<file path="src/hw/rtl/ffha_pkg.sv">
// ----------------------------------------------------------------------------
// ffha_pkg
// Request, status and sizing constants shared by the heap allocator.
// ----------------------------------------------------------------------------
package ffha_pkg;

    localparam int REQ_W    = 2;
    localparam int SIZE_W   = 19;
    localparam int ADDR_W   = 18;
    localparam int BYTES_W  = 19;
    localparam int STAT_W   = 2;
    localparam int CFG_W    = 7;
    localparam int RSIZE_W  = 20;   // rounded request size

    localparam logic [REQ_W-1:0] REQ_ALLOC = 2'd0;
    localparam logic [REQ_W-1:0] REQ_FREE  = 2'd1;
    localparam logic [REQ_W-1:0] REQ_INIT  = 2'd2;

    localparam logic [STAT_W-1:0] ST_OK      = 2'd0;
    localparam logic [STAT_W-1:0] ST_NOFIT   = 2'd1;
    localparam logic [STAT_W-1:0] ST_BADADDR = 2'd2;

    localparam int MIN_SPLIT  = 16;
    localparam int SIZE_ALIGN = 8;

    localparam logic [CFG_W-1:0] PAGES_RESET = 7'd16;

endpackage

</file>
<file path="src/hw/rtl/ffha_ram.sv">
// ----------------------------------------------------------------------------
// ffha_ram
// Generic single-write, single-read RAM with a registered read port.
// ----------------------------------------------------------------------------
module ffha_ram #(
    parameter int WIDTH = 8,
    parameter int DEPTH = 16
) (
    input  logic                     i_clk,
    input  logic                     i_we,
    input  logic [$clog2(DEPTH)-1:0] i_waddr,
    input  logic [WIDTH-1:0]         i_wdata,
    input  logic [$clog2(DEPTH)-1:0] i_raddr,
    output logic [WIDTH-1:0]         o_rdata
);

    logic [WIDTH-1:0] r_mem [DEPTH];

    always_ff @(posedge i_clk) begin
        if (i_we) begin
            r_mem[i_waddr] <= i_wdata;
        end
        o_rdata <= r_mem[i_raddr];
    end

endmodule

</file>
<file path="src/hw/rtl/first_fit_heap_allocator.sv">
// ----------------------------------------------------------------------------
// first_fit_heap_allocator
// Arena allocator: address-ordered linked block table held in one RAM,
// first-fit allocate with split, free with coalescing of neighbours.
// ----------------------------------------------------------------------------
// Sequence: init writes one free block spanning the arena; alloc walks the
//   list (one RAM read a cycle), scans for a spare entry on a split and
//   writes the blocks back; free scans for the address, then merges neighbours.
// Requests are taken one at a time: o_in_stall holds until the result is loaded.
// Reset: control, valid bits, list head and byte counts clear at once; the
//   table RAM is not cleared; an entry's contents count only once it is in use.
module first_fit_heap_allocator
    import ffha_pkg::*;
#(
    parameter int MAX_PAGES    = 64,
    parameter int MAX_BLOCKS   = 64,
    parameter int PAGE_BYTES   = 4096,
    parameter int HEADER_BYTES = 32
) (
    input  logic               i_clk,
    input  logic               i_rst_n,
    // config
    input  logic               i_cfg_we,
    input  logic [CFG_W-1:0]   i_cfg_wdata,
    // request channel
    input  logic               i_in_valid,
    output logic               o_in_stall,
    input  logic [REQ_W-1:0]   i_req_type,
    input  logic [SIZE_W-1:0]  i_req_size,
    input  logic [ADDR_W-1:0]  i_free_address,
    // result channel
    output logic               o_out_valid,
    input  logic               i_out_stall,
    output logic [STAT_W-1:0]  o_status,
    output logic [ADDR_W-1:0]  o_data_address,
    output logic [BYTES_W-1:0] o_total_bytes,
    output logic [BYTES_W-1:0] o_used_bytes,
    output logic [BYTES_W-1:0] o_free_bytes
);

    // ------------------------------------------------------------------
    // Widths. AW holds any arena offset or length; CW is the working width
    // for sums and compares against the rounded request size.
    // ------------------------------------------------------------------
    localparam int AW = $clog2(MAX_PAGES * PAGE_BYTES + 1);
    localparam int CW = ((AW > RSIZE_W) ? AW : RSIZE_W) + 1;
    localparam int LW = $clog2(MAX_BLOCKS + 1);     // link incl. null
    localparam int IW = $clog2(MAX_BLOCKS);         // RAM index

    localparam logic [LW-1:0] NIL   = LW'(MAX_BLOCKS);
    localparam logic [IW-1:0] LASTI = IW'(MAX_BLOCKS - 1);
    localparam logic [CW-1:0] HDR   = CW'(HEADER_BYTES);
    localparam logic [CW-1:0] SPLIT = CW'(MIN_SPLIT);

    typedef struct packed {
        logic [AW-1:0] start;
        logic [AW-1:0] len;
        logic          free;
        logic [LW-1:0] next;
        logic [LW-1:0] prev;
    } t_entry;

    localparam int EW = $bits(t_entry);

    // sequencer states
    localparam logic [3:0] S_IDLE  = 4'd0;
    localparam logic [3:0] S_AWALK = 4'd1;   // first-fit walk
    localparam logic [3:0] S_ASCAN = 4'd2;   // find spare entry
    localparam logic [3:0] S_ASPL1 = 4'd3;   // write split remainder
    localparam logic [3:0] S_ASPL2 = 4'd4;   // relink successor
    localparam logic [3:0] S_ACUR  = 4'd5;   // write chosen block
    localparam logic [3:0] S_FSCAN = 4'd6;   // address lookup
    localparam logic [3:0] S_FNXT  = 4'd7;   // look at successor
    localparam logic [3:0] S_FNW   = 4'd8;   // absorb successor
    localparam logic [3:0] S_FNP   = 4'd9;   // relink after absorb
    localparam logic [3:0] S_FPW   = 4'd10;  // absorb into predecessor
    localparam logic [3:0] S_FPN   = 4'd11;  // relink after that
    localparam logic [3:0] S_FHIT  = 4'd12;  // write freed block
    localparam logic [3:0] S_FIN   = 4'd13;  // hand result over

    logic [3:0]            r_state, n_state;
    logic [CFG_W-1:0]      r_pages;
    logic [MAX_BLOCKS-1:0] r_inuse, n_inuse;
    logic [LW-1:0]         r_first, n_first;
    logic [AW-1:0]         r_arena, n_arena;
    logic [AW-1:0]         r_used, n_used;
    logic [LW-1:0]         r_cur, n_cur;
    logic [LW-1:0]         r_guard, n_guard;
    logic [LW-1:0]         r_aux, n_aux;
    logic [IW-1:0]         r_k, n_k;
    logic [IW-1:0]         r_spare, n_spare;
    logic [CW-1:0]         r_size, n_size;
    logic [ADDR_W-1:0]     r_faddr, n_faddr;
    t_entry                r_ent, n_ent;
    logic [STAT_W-1:0]     r_stat, n_stat;
    logic [ADDR_W-1:0]     r_addr, n_addr;

    logic                  r_ovalid, n_ovalid;
    logic [STAT_W-1:0]     r_ostat;
    logic [ADDR_W-1:0]     r_oaddr;
    logic [BYTES_W-1:0]    r_otot, r_oused, r_ofree;

    logic                  ram_we;
    logic [IW-1:0]         ram_waddr, ram_raddr;
    t_entry                ram_wdata;
    logic [EW-1:0]         ram_rdata;

    logic                  in_acc;
    logic                  out_load;
    logic [RSIZE_W-1:0]    req_round;
    logic [31:0]           pages_sat;
    logic [AW-1:0]         arena_init;

    ffha_ram #(
        .WIDTH (EW),
        .DEPTH (MAX_BLOCKS)
    ) u_table (
        .i_clk   (i_clk),
        .i_we    (ram_we),
        .i_waddr (ram_waddr),
        .i_wdata (ram_wdata),
        .i_raddr (ram_raddr),
        .o_rdata (ram_rdata)
    );

    assign o_in_stall = (r_state != S_IDLE);
    assign in_acc     = i_in_valid && !o_in_stall;
    assign out_load   = (r_state == S_FIN) && (!r_ovalid || !i_out_stall);

    // size rounded up to the allocation grain
    assign req_round = (RSIZE_W'(i_req_size) + RSIZE_W'(SIZE_ALIGN - 1))
                     & ~RSIZE_W'(SIZE_ALIGN - 1);

    // page count clamped into [1, MAX_PAGES]
    always_comb begin
        if (r_pages == '0) begin
            pages_sat = 32'd1;
        end else if (32'(r_pages) > 32'(MAX_PAGES)) begin
            pages_sat = 32'(MAX_PAGES);
        end else begin
            pages_sat = 32'(r_pages);
        end
    end
    assign arena_init = AW'(pages_sat * 32'(PAGE_BYTES));

    // ------------------------------------------------------------------
    // Sequencer. Each RAM read is issued in the state before the one that
    // consumes it; a read that is consumed never shares an address with a write.
    // ------------------------------------------------------------------
    always_comb begin
        t_entry        e;
        logic [LW-1:0] g;
        e         = t_entry'(ram_rdata);
        g         = r_guard + LW'(1);
        n_state   = r_state;
        n_inuse   = r_inuse;
        n_first   = r_first;
        n_arena   = r_arena;
        n_used    = r_used;
        n_cur     = r_cur;
        n_guard   = r_guard;
        n_aux     = r_aux;
        n_k       = r_k;
        n_spare   = r_spare;
        n_size    = r_size;
        n_faddr   = r_faddr;
        n_ent     = r_ent;
        n_stat    = r_stat;
        n_addr    = r_addr;
        ram_we    = 1'b0;
        ram_waddr = '0;
        ram_wdata = r_ent;
        ram_raddr = '0;

        case (r_state)
            S_IDLE: begin
                if (in_acc) begin
                    n_stat  = ST_OK;
                    n_addr  = '0;
                    n_state = S_FIN;
                    case (i_req_type)
                        REQ_ALLOC: begin
                            n_size  = CW'(req_round);
                            n_cur   = r_first;
                            n_guard = '0;
                            if (i_req_size == '0 || r_first == NIL) begin
                                n_stat = ST_NOFIT;
                            end else begin
                                ram_raddr = r_first[IW-1:0];
                                n_state   = S_AWALK;
                            end
                        end
                        REQ_FREE: begin
                            n_faddr = i_free_address;
                            n_k     = '0;
                            if (i_free_address != '0) begin
                                ram_raddr = '0;
                                n_state   = S_FSCAN;
                            end
                        end
                        REQ_INIT: begin
                            n_arena   = arena_init;
                            n_used    = '0;
                            n_inuse   = MAX_BLOCKS'(1);
                            n_first   = '0;
                            ram_we    = 1'b1;
                            ram_waddr = '0;
                            ram_wdata = '{start: '0,
                                          len:   AW'(CW'(arena_init) - HDR),
                                          free:  1'b1,
                                          next:  NIL,
                                          prev:  NIL};
                        end
                        default: begin
                        end
                    endcase
                end
            end

            S_AWALK: begin
                if (e.free && CW'(e.len) >= r_size) begin
                    n_ent = e;
                    n_k   = '0;
                    if (CW'(e.len) >= r_size + HDR + SPLIT) begin
                        n_state = S_ASCAN;
                    end else begin
                        n_ent.free = 1'b0;
                        n_used  = AW'(CW'(r_used) + CW'(e.len) + HDR);
                        n_addr  = ADDR_W'(CW'(e.start) + HDR);
                        n_state = S_ACUR;
                    end
                end else if (e.next == NIL || g == NIL) begin
                    n_stat  = ST_NOFIT;
                    n_state = S_FIN;
                end else begin
                    n_guard   = g;
                    n_cur     = e.next;
                    ram_raddr = e.next[IW-1:0];
                end
            end

            S_ASCAN: begin
                if (!r_inuse[r_k]) begin
                    n_spare = r_k;
                    n_state = S_ASPL1;
                end else if (r_k == LASTI) begin
                    // table full: hand out the whole block
                    n_ent.free = 1'b0;
                    n_used  = AW'(CW'(r_used) + CW'(r_ent.len) + HDR);
                    n_addr  = ADDR_W'(CW'(r_ent.start) + HDR);
                    n_state = S_ACUR;
                end else begin
                    n_k = r_k + IW'(1);
                end
            end

            S_ASPL1: begin
                ram_we    = 1'b1;
                ram_waddr = r_spare;
                ram_wdata = '{start: AW'(CW'(r_ent.start) + HDR + r_size),
                              len:   AW'(CW'(r_ent.len) - r_size - HDR),
                              free:  1'b1,
                              next:  r_ent.next,
                              prev:  r_cur};
                n_inuse[r_spare] = 1'b1;
                n_aux      = r_ent.next;
                n_ent.next = LW'(r_spare);
                n_ent.len  = AW'(r_size);
                n_ent.free = 1'b0;
                n_used     = AW'(CW'(r_used) + r_size + HDR);
                n_addr     = ADDR_W'(CW'(r_ent.start) + HDR);
                if (r_ent.next != NIL) begin
                    ram_raddr = r_ent.next[IW-1:0];
                    n_state   = S_ASPL2;
                end else begin
                    n_state = S_ACUR;
                end
            end

            S_ASPL2: begin
                ram_we         = 1'b1;
                ram_waddr      = r_aux[IW-1:0];
                ram_wdata      = e;
                ram_wdata.prev = LW'(r_spare);
                n_state        = S_ACUR;
            end

            S_ACUR: begin
                ram_we    = 1'b1;
                ram_waddr = r_cur[IW-1:0];
                ram_wdata = r_ent;
                n_state   = S_FIN;
            end

            S_FSCAN: begin
                if (r_inuse[r_k] && CW'(e.start) + HDR == CW'(r_faddr)) begin
                    if (e.free) begin
                        n_stat  = ST_BADADDR;
                        n_state = S_FIN;
                    end else begin
                        n_ent      = e;
                        n_ent.free = 1'b1;
                        n_cur      = LW'(r_k);
                        n_used     = AW'(CW'(r_used) - CW'(e.len) - HDR);
                        n_state    = S_FNXT;
                    end
                end else if (r_k == LASTI) begin
                    n_stat  = ST_BADADDR;
                    n_state = S_FIN;
                end else begin
                    n_k       = r_k + IW'(1);
                    ram_raddr = r_k + IW'(1);
                end
            end

            S_FNXT: begin
                if (r_ent.next != NIL) begin
                    ram_raddr = r_ent.next[IW-1:0];
                    n_state   = S_FNW;
                end else if (r_ent.prev != NIL) begin
                    ram_raddr = r_ent.prev[IW-1:0];
                    n_state   = S_FPW;
                end else begin
                    n_state = S_FHIT;
                end
            end

            S_FNW: begin
                if (e.free) begin
                    n_ent.len  = AW'(CW'(r_ent.len) + HDR + CW'(e.len));
                    n_ent.next = e.next;
                    n_inuse[r_ent.next[IW-1:0]] = 1'b0;
                    if (e.next != NIL) begin
                        ram_raddr = e.next[IW-1:0];
                        n_state   = S_FNP;
                    end else begin
                        n_state = S_FNXT;
                    end
                end else if (r_ent.prev != NIL) begin
                    ram_raddr = r_ent.prev[IW-1:0];
                    n_state   = S_FPW;
                end else begin
                    n_state = S_FHIT;
                end
            end

            S_FNP: begin
                ram_we         = 1'b1;
                ram_waddr      = r_ent.next[IW-1:0];
                ram_wdata      = e;
                ram_wdata.prev = r_cur;
                n_state        = S_FNXT;
            end

            S_FPW: begin
                if (e.free) begin
                    // freed block disappears into its predecessor
                    ram_we         = 1'b1;
                    ram_waddr      = r_ent.prev[IW-1:0];
                    ram_wdata      = e;
                    ram_wdata.len  = AW'(CW'(e.len) + HDR + CW'(r_ent.len));
                    ram_wdata.next = r_ent.next;
                    n_inuse[r_cur[IW-1:0]] = 1'b0;
                    if (r_ent.next != NIL) begin
                        ram_raddr = r_ent.next[IW-1:0];
                        n_state   = S_FPN;
                    end else begin
                        n_state = S_FIN;
                    end
                end else begin
                    n_state = S_FHIT;
                end
            end

            S_FPN: begin
                ram_we         = 1'b1;
                ram_waddr      = r_ent.next[IW-1:0];
                ram_wdata      = e;
                ram_wdata.prev = r_ent.prev;
                n_state        = S_FIN;
            end

            S_FHIT: begin
                ram_we    = 1'b1;
                ram_waddr = r_cur[IW-1:0];
                ram_wdata = r_ent;
                n_state   = S_FIN;
            end

            S_FIN: begin
                if (out_load) begin
                    n_state = S_IDLE;
                end
            end

            default: begin
                n_state = S_IDLE;
            end
        endcase
    end

    // output register: holds a beat until taken
    always_comb begin
        n_ovalid = r_ovalid;
        if (out_load) begin
            n_ovalid = 1'b1;
        end else if (r_ovalid && !i_out_stall) begin
            n_ovalid = 1'b0;
        end
    end

    always_ff @(posedge i_clk) begin
        if (!i_rst_n) begin
            r_state  <= S_IDLE;
            r_pages  <= PAGES_RESET;
            r_inuse  <= '0;
            r_first  <= NIL;
            r_arena  <= '0;
            r_used   <= '0;
            r_ovalid <= 1'b0;
        end else begin
            r_state  <= n_state;
            r_inuse  <= n_inuse;
            r_first  <= n_first;
            r_arena  <= n_arena;
            r_used   <= n_used;
            r_ovalid <= n_ovalid;
            if (i_cfg_we) begin
                r_pages <= i_cfg_wdata;
            end
        end
    end

    always_ff @(posedge i_clk) begin
        r_cur   <= n_cur;
        r_guard <= n_guard;
        r_aux   <= n_aux;
        r_k     <= n_k;
        r_spare <= n_spare;
        r_size  <= n_size;
        r_faddr <= n_faddr;
        r_ent   <= n_ent;
        r_stat  <= n_stat;
        r_addr  <= n_addr;
        if (out_load) begin
            r_ostat <= r_stat;
            r_oaddr <= r_addr;
            r_otot  <= BYTES_W'(r_arena);
            r_oused <= BYTES_W'(r_used);
            r_ofree <= BYTES_W'(CW'(r_arena) - CW'(r_used));
        end
    end

    assign o_out_valid    = r_ovalid;
    assign o_status       = r_ostat;
    assign o_data_address = r_oaddr;
    assign o_total_bytes  = r_otot;
    assign o_used_bytes   = r_oused;
    assign o_free_bytes   = r_ofree;

    // ------------------------------------------------------------------
    // Checks
    // ------------------------------------------------------------------
    a_used_within_arena: assert property (@(posedge i_clk) disable iff (!i_rst_n)
        (r_state == S_IDLE) |-> (r_used <= r_arena))
        else $error("used bytes exceed arena");

    a_head_valid: assert property (@(posedge i_clk) disable iff (!i_rst_n)
        (r_state == S_IDLE && r_first != NIL) |-> r_inuse[r_first[IW-1:0]])
        else $error("list head entry not in use");

    a_walk_bounded: assert property (@(posedge i_clk) disable iff (!i_rst_n)
        (r_state == S_AWALK) |-> (r_guard < NIL))
        else $error("first-fit walk overran table");

    a_addr_only_ok: assert property (@(posedge i_clk) disable iff (!i_rst_n)
        (o_out_valid && o_data_address != '0) |-> (o_status == ST_OK))
        else $error("address returned with failing status");

endmodule
</file>
<file path="config.mk">
export PLATFORM = sky130hd
export DESIGN_NAME = first_fit_heap_allocator
export DESIGN_NICKNAME = d
export VERILOG_FILES = /design/src/hw/rtl/ffha_pkg.sv /design/src/hw/rtl/ffha_ram.sv /design/src/hw/rtl/first_fit_heap_allocator.sv
export SDC_FILE = /design/constraint.sdc
export NUM_CORES = 2
export LEC_CHECK = 0
export BUFFER_PORTS_ARGS = -buffer_cell sky130_fd_sc_hd__clkbuf_2
export CORE_ASPECT_RATIO = 1.25
export CORE_MARGIN = 2
export CORE_UTILIZATION = 40
export CTS_CLUSTER_DIAMETER = 200
export DETAILED_ROUTE_END_ITERATION = 8
export GPL_ROUTABILITY_DRIVEN = 0
export PLACE_DENSITY = 0.64
export SLEW_MARGIN = 0
export SYNTH_ARGS = -nofsm -noshare
export SYNTH_HDL_FRONTEND = slang
export SYNTH_SLANG_ARGS = --single-unit
</file>
<file path="constraint.sdc">
create_clock -name i_clk -period 5.55 [get_ports i_clk]
set_clock_uncertainty 0.2 [all_clocks]
set_input_delay 1.11 -clock i_clk [delete_from_list [all_inputs] [get_ports i_clk]]
set_output_delay 1.11 -clock i_clk [all_outputs]
set_load 0.1 [all_outputs]
</file>
==> out/metrics.cfg <==
[run_status]
status = complete, no violations

[power_and_ir_drop]
power_density_nw_per_um2 = 639
switching_power_w = 0.0446
seq_power_share = 0.377
switching_share = 0.389
p_int_w = 0.0702
pwr-share-clk = 0.211
peakVddDrop_mv = 0.651
power_frac_comb = 0.412
leakagePower_nw = 62.7

[global_route]
grt_max_degree = 69
grtUsageTotal = 0.242
grt_overflow_total = 0
grt_pass1_vias = 98700
grt_pass1_wl_um = 694000
antenna_found_initial = 14

[worst_setup_path]
slowest_stage = or3_4
crit_fanout = 37
path_cells = buf_4, nand4_1, nor3_1, buf_4, a21oi_1, nor4b_1, and4_1, nand3_1, a31oi_4, buf_12, buf_12, buf_16, buf_4, mux2i_1, a32oi_1, nand4_1, nand4_1, or3_4
end_kind = register
startpoint_type = register
max_stage_delay_ns = 0.54
critical_path_arrival_ns = 6.02
worst-endpoint-required_ns = 6.12
critPathKind = register to register

[synth]
syn_area_sq_um = 155000
synth_top_cell_by_area = edfxtp_1
synth_enable_flop_cells = 3596
yosys_warnings = 0
synthTopCellsByArea = edfxtp_1 (70%), nand2_1 (5.2%), mux4_2 (3.3%), nand3_1 (3.0%), mux2i_1 (2.5%)
synth.most_common_cell = edfxtp_1
yosys_register_bits = 3752
postSynthCellCount = 10900
netlist.area_leader.share = 0.696
synth.distinct_cells = 85
synth_common_cells = edfxtp_1 (3596), nand2_1 (2151), nand3_1 (920)
avgSynthCellArea_sq_um = 14.3
synth_flop_cell = edfxtp_1
postSynth.asyncResetShare = 0
ys_seq_area_frac = 0.717

[timing]
final-hold-violation-count = 0
slew_viol_final = 0
period_share = 0.981
slew_headroom = 0.0987
hold_ws_ns = 0.169
fmax_mhz = 184
fin_ws_ns = 0.104
finalSetupViolCount = 0
tightest_slew_ns = 1.35
fin_crit_ns = 5.45

[final_layout]
synthToLayoutAreaGrowth_pct = 15.8
drive_gt1_frac = 0.151
finalNonFillerCells = 16900
fin_area_sq_um = 180000
fin_nets = 11800

[cts]
numCtsBuffers = 351
clockBufferDepth = 4
cts_tree = yes
cts_sinks = 3752
cts_root_buf = clkbuf_16
insertion_delay_ns = 0.96
clkSlewWorstSetupHoldPaths_ns = 0.07
cts_htree_levels = 5

[detailed_routing]
drc = 0
vias_per_cell = 5.98
postRouteWirelength_um = 490000
drt.antenna.violating_nets = 0
num_vias = 101000
dr.pass1.iters = 8
drt-initial-drc-count = 14100
routedWlPerCell_um = 29.0

[floorplan]
rows = 255
die_w_um = 561
coreArea_sq_um = 386000
die_h_um = 700
io_pins = 130
initial_core_util = 0.402
die-area_sq_um = 393000

[placed_design]
hpwl_um = 293000
dpl_worst_slack_ns = -0.447
dp.cells = 16200
placed_cell_area_sq_um = 168000
port-buffer-count = 117

[run]
cap_violations = 0

[worst_hold_path]
min_path_type = input port to register

==> through the flow <==
stage	TNS, ns	power, W	utilization
floorplan	0	0.0696	-
global placement	-2.47	0.0888	0.435
detailed placement	-3.37	0.0900	0.435
CTS	0	0.114	0.465
global route	-0.00553	0.119	0.466
finish	0	0.115	0.466
==> layout by cell type (no fill, tap or decap), drive strengths merged, types with 18 or more instances in the layout <==
master    count
clkinvlp     22
a31oi        71
nor2b        39
dfxtp       156
mux2i       388
xor2         69
a221oi       84
buf         741
clkbuf      579
a32oi       266
xnor2       124
or3          75
edfxtp     3596
nor2        283
a21o         27
a21oi       238
a22oi       158
clkinv      113
and3         25
o21ai       195
nor4         18
ha          262
nand2b       42
inv         204
nand4       282
mux4        226
nand3       920
a22o         19
a222oi       21
nand2      2151
nor3         61
o21a         21
bufinv       28
==> per-layer routing <==
layer  vias to the layer above  part of all wire  track usage
met3                      1286             0.095       0.0424
met5                         -          0.000094            0
met1                     51200              0.37        0.302
li1                      42600                 -            -
met4                         6             0.059        0.129
met2                      6022              0.48        0.400
==> registers in the layout, indices dropped and copies added, names as in the netlist, 17 cells and up <==
register	flops
o_used_bytes	19
o_free_bytes	18
u_table.r_mem	3392
o_data_address	18
r_used	19
r_ent	53
r_faddr	18
r_size	17
u_table.o_rdata	53
r_inuse	64
r_addr	18
==> cell type report <==
| class | count | area (sq um) |
|---|---|---|
| Sequential cell | 3752 | 111000 |
| Clock buffer | 460 | 9610 |
| Clock inverter | 178 | 1780 |
| Antenna cell | 17 | 42.5 |
| Fill cell | 32800 | 206000 |
| Timing Repair Buffer | 860 | 8290 |
| Inverter | 189 | 709 |
| Multi-Input combinational cell | 6300 | 41600 |
| Tap cell | 5140 | 6430 |
==> kinds of logic (layout without fill, tap and decap cells) <==
kind of cell | after synthesis | count (layout) | share of synthesized area
flops | 3752 | 3752 | 0.717
mux | 615 | 615 | 0.0580
fa+ha+maj | 269 | 269 | 0.0220
simple gates | 3965 | 3965 | 0.113
buf+inv | 825 | 1687 | 0.0222
xor+xnor | 193 | 193 | 0.0109
compound gates | 1246 | 1246 | 0.0570
other cells | 1 | 29 | 0.0000242
==> worst max-delay path, delay by kind of cell (launching register included) <==
family          cells  cell delay (ns)
simple gates        8             2.36
buf+inv             6             1.45
flops               1             0.52
compound gates      3             0.43
mux                 1             0.21
==> power groups by stage <==
stage | clock network (W) | logic, W | registers, W
after floorplan | 0 | 0.0258 | 0.0438
after global placement | 0 | 0.0452 | 0.0436
after detailed placement | 0 | 0.0462 | 0.0438
after CTS | 0.0245 | 0.0466 | 0.0432
after global routing | 0.0255 | 0.0501 | 0.0434
final | 0.0242 | 0.0473 | 0.0432
==> path summary, 6_finish.rpt <==
check	cells after the start	from	endpoint	slack, ns
max	18	u_table.o_rdata[44]	u_table.o_rdata[16]	0.10
min	1	i_free_address[12]	r_faddr[12]	0.17
max reg2reg	18	u_table.o_rdata[44]	u_table.o_rdata[16]	0.10
min reg2reg	0	r_addr[8]	o_data_address[8]	0.22
==> what timing repair did <==
| action | in CTS | in global routing |
|---|---|---|
| setup buffers | 6 | 1 |
| hold buffers | 0 | 0 |
| endpoints found under the hold margin | 0 | 0 |
| setup endpoints to repair | 21 | 12 |
| gates cloned | 0 | 1 |
| gates resized for setup | 5 | 9 |
| pin swaps | 1 | 1 |
Note: power is estimated with default switching activity, not from simulation.
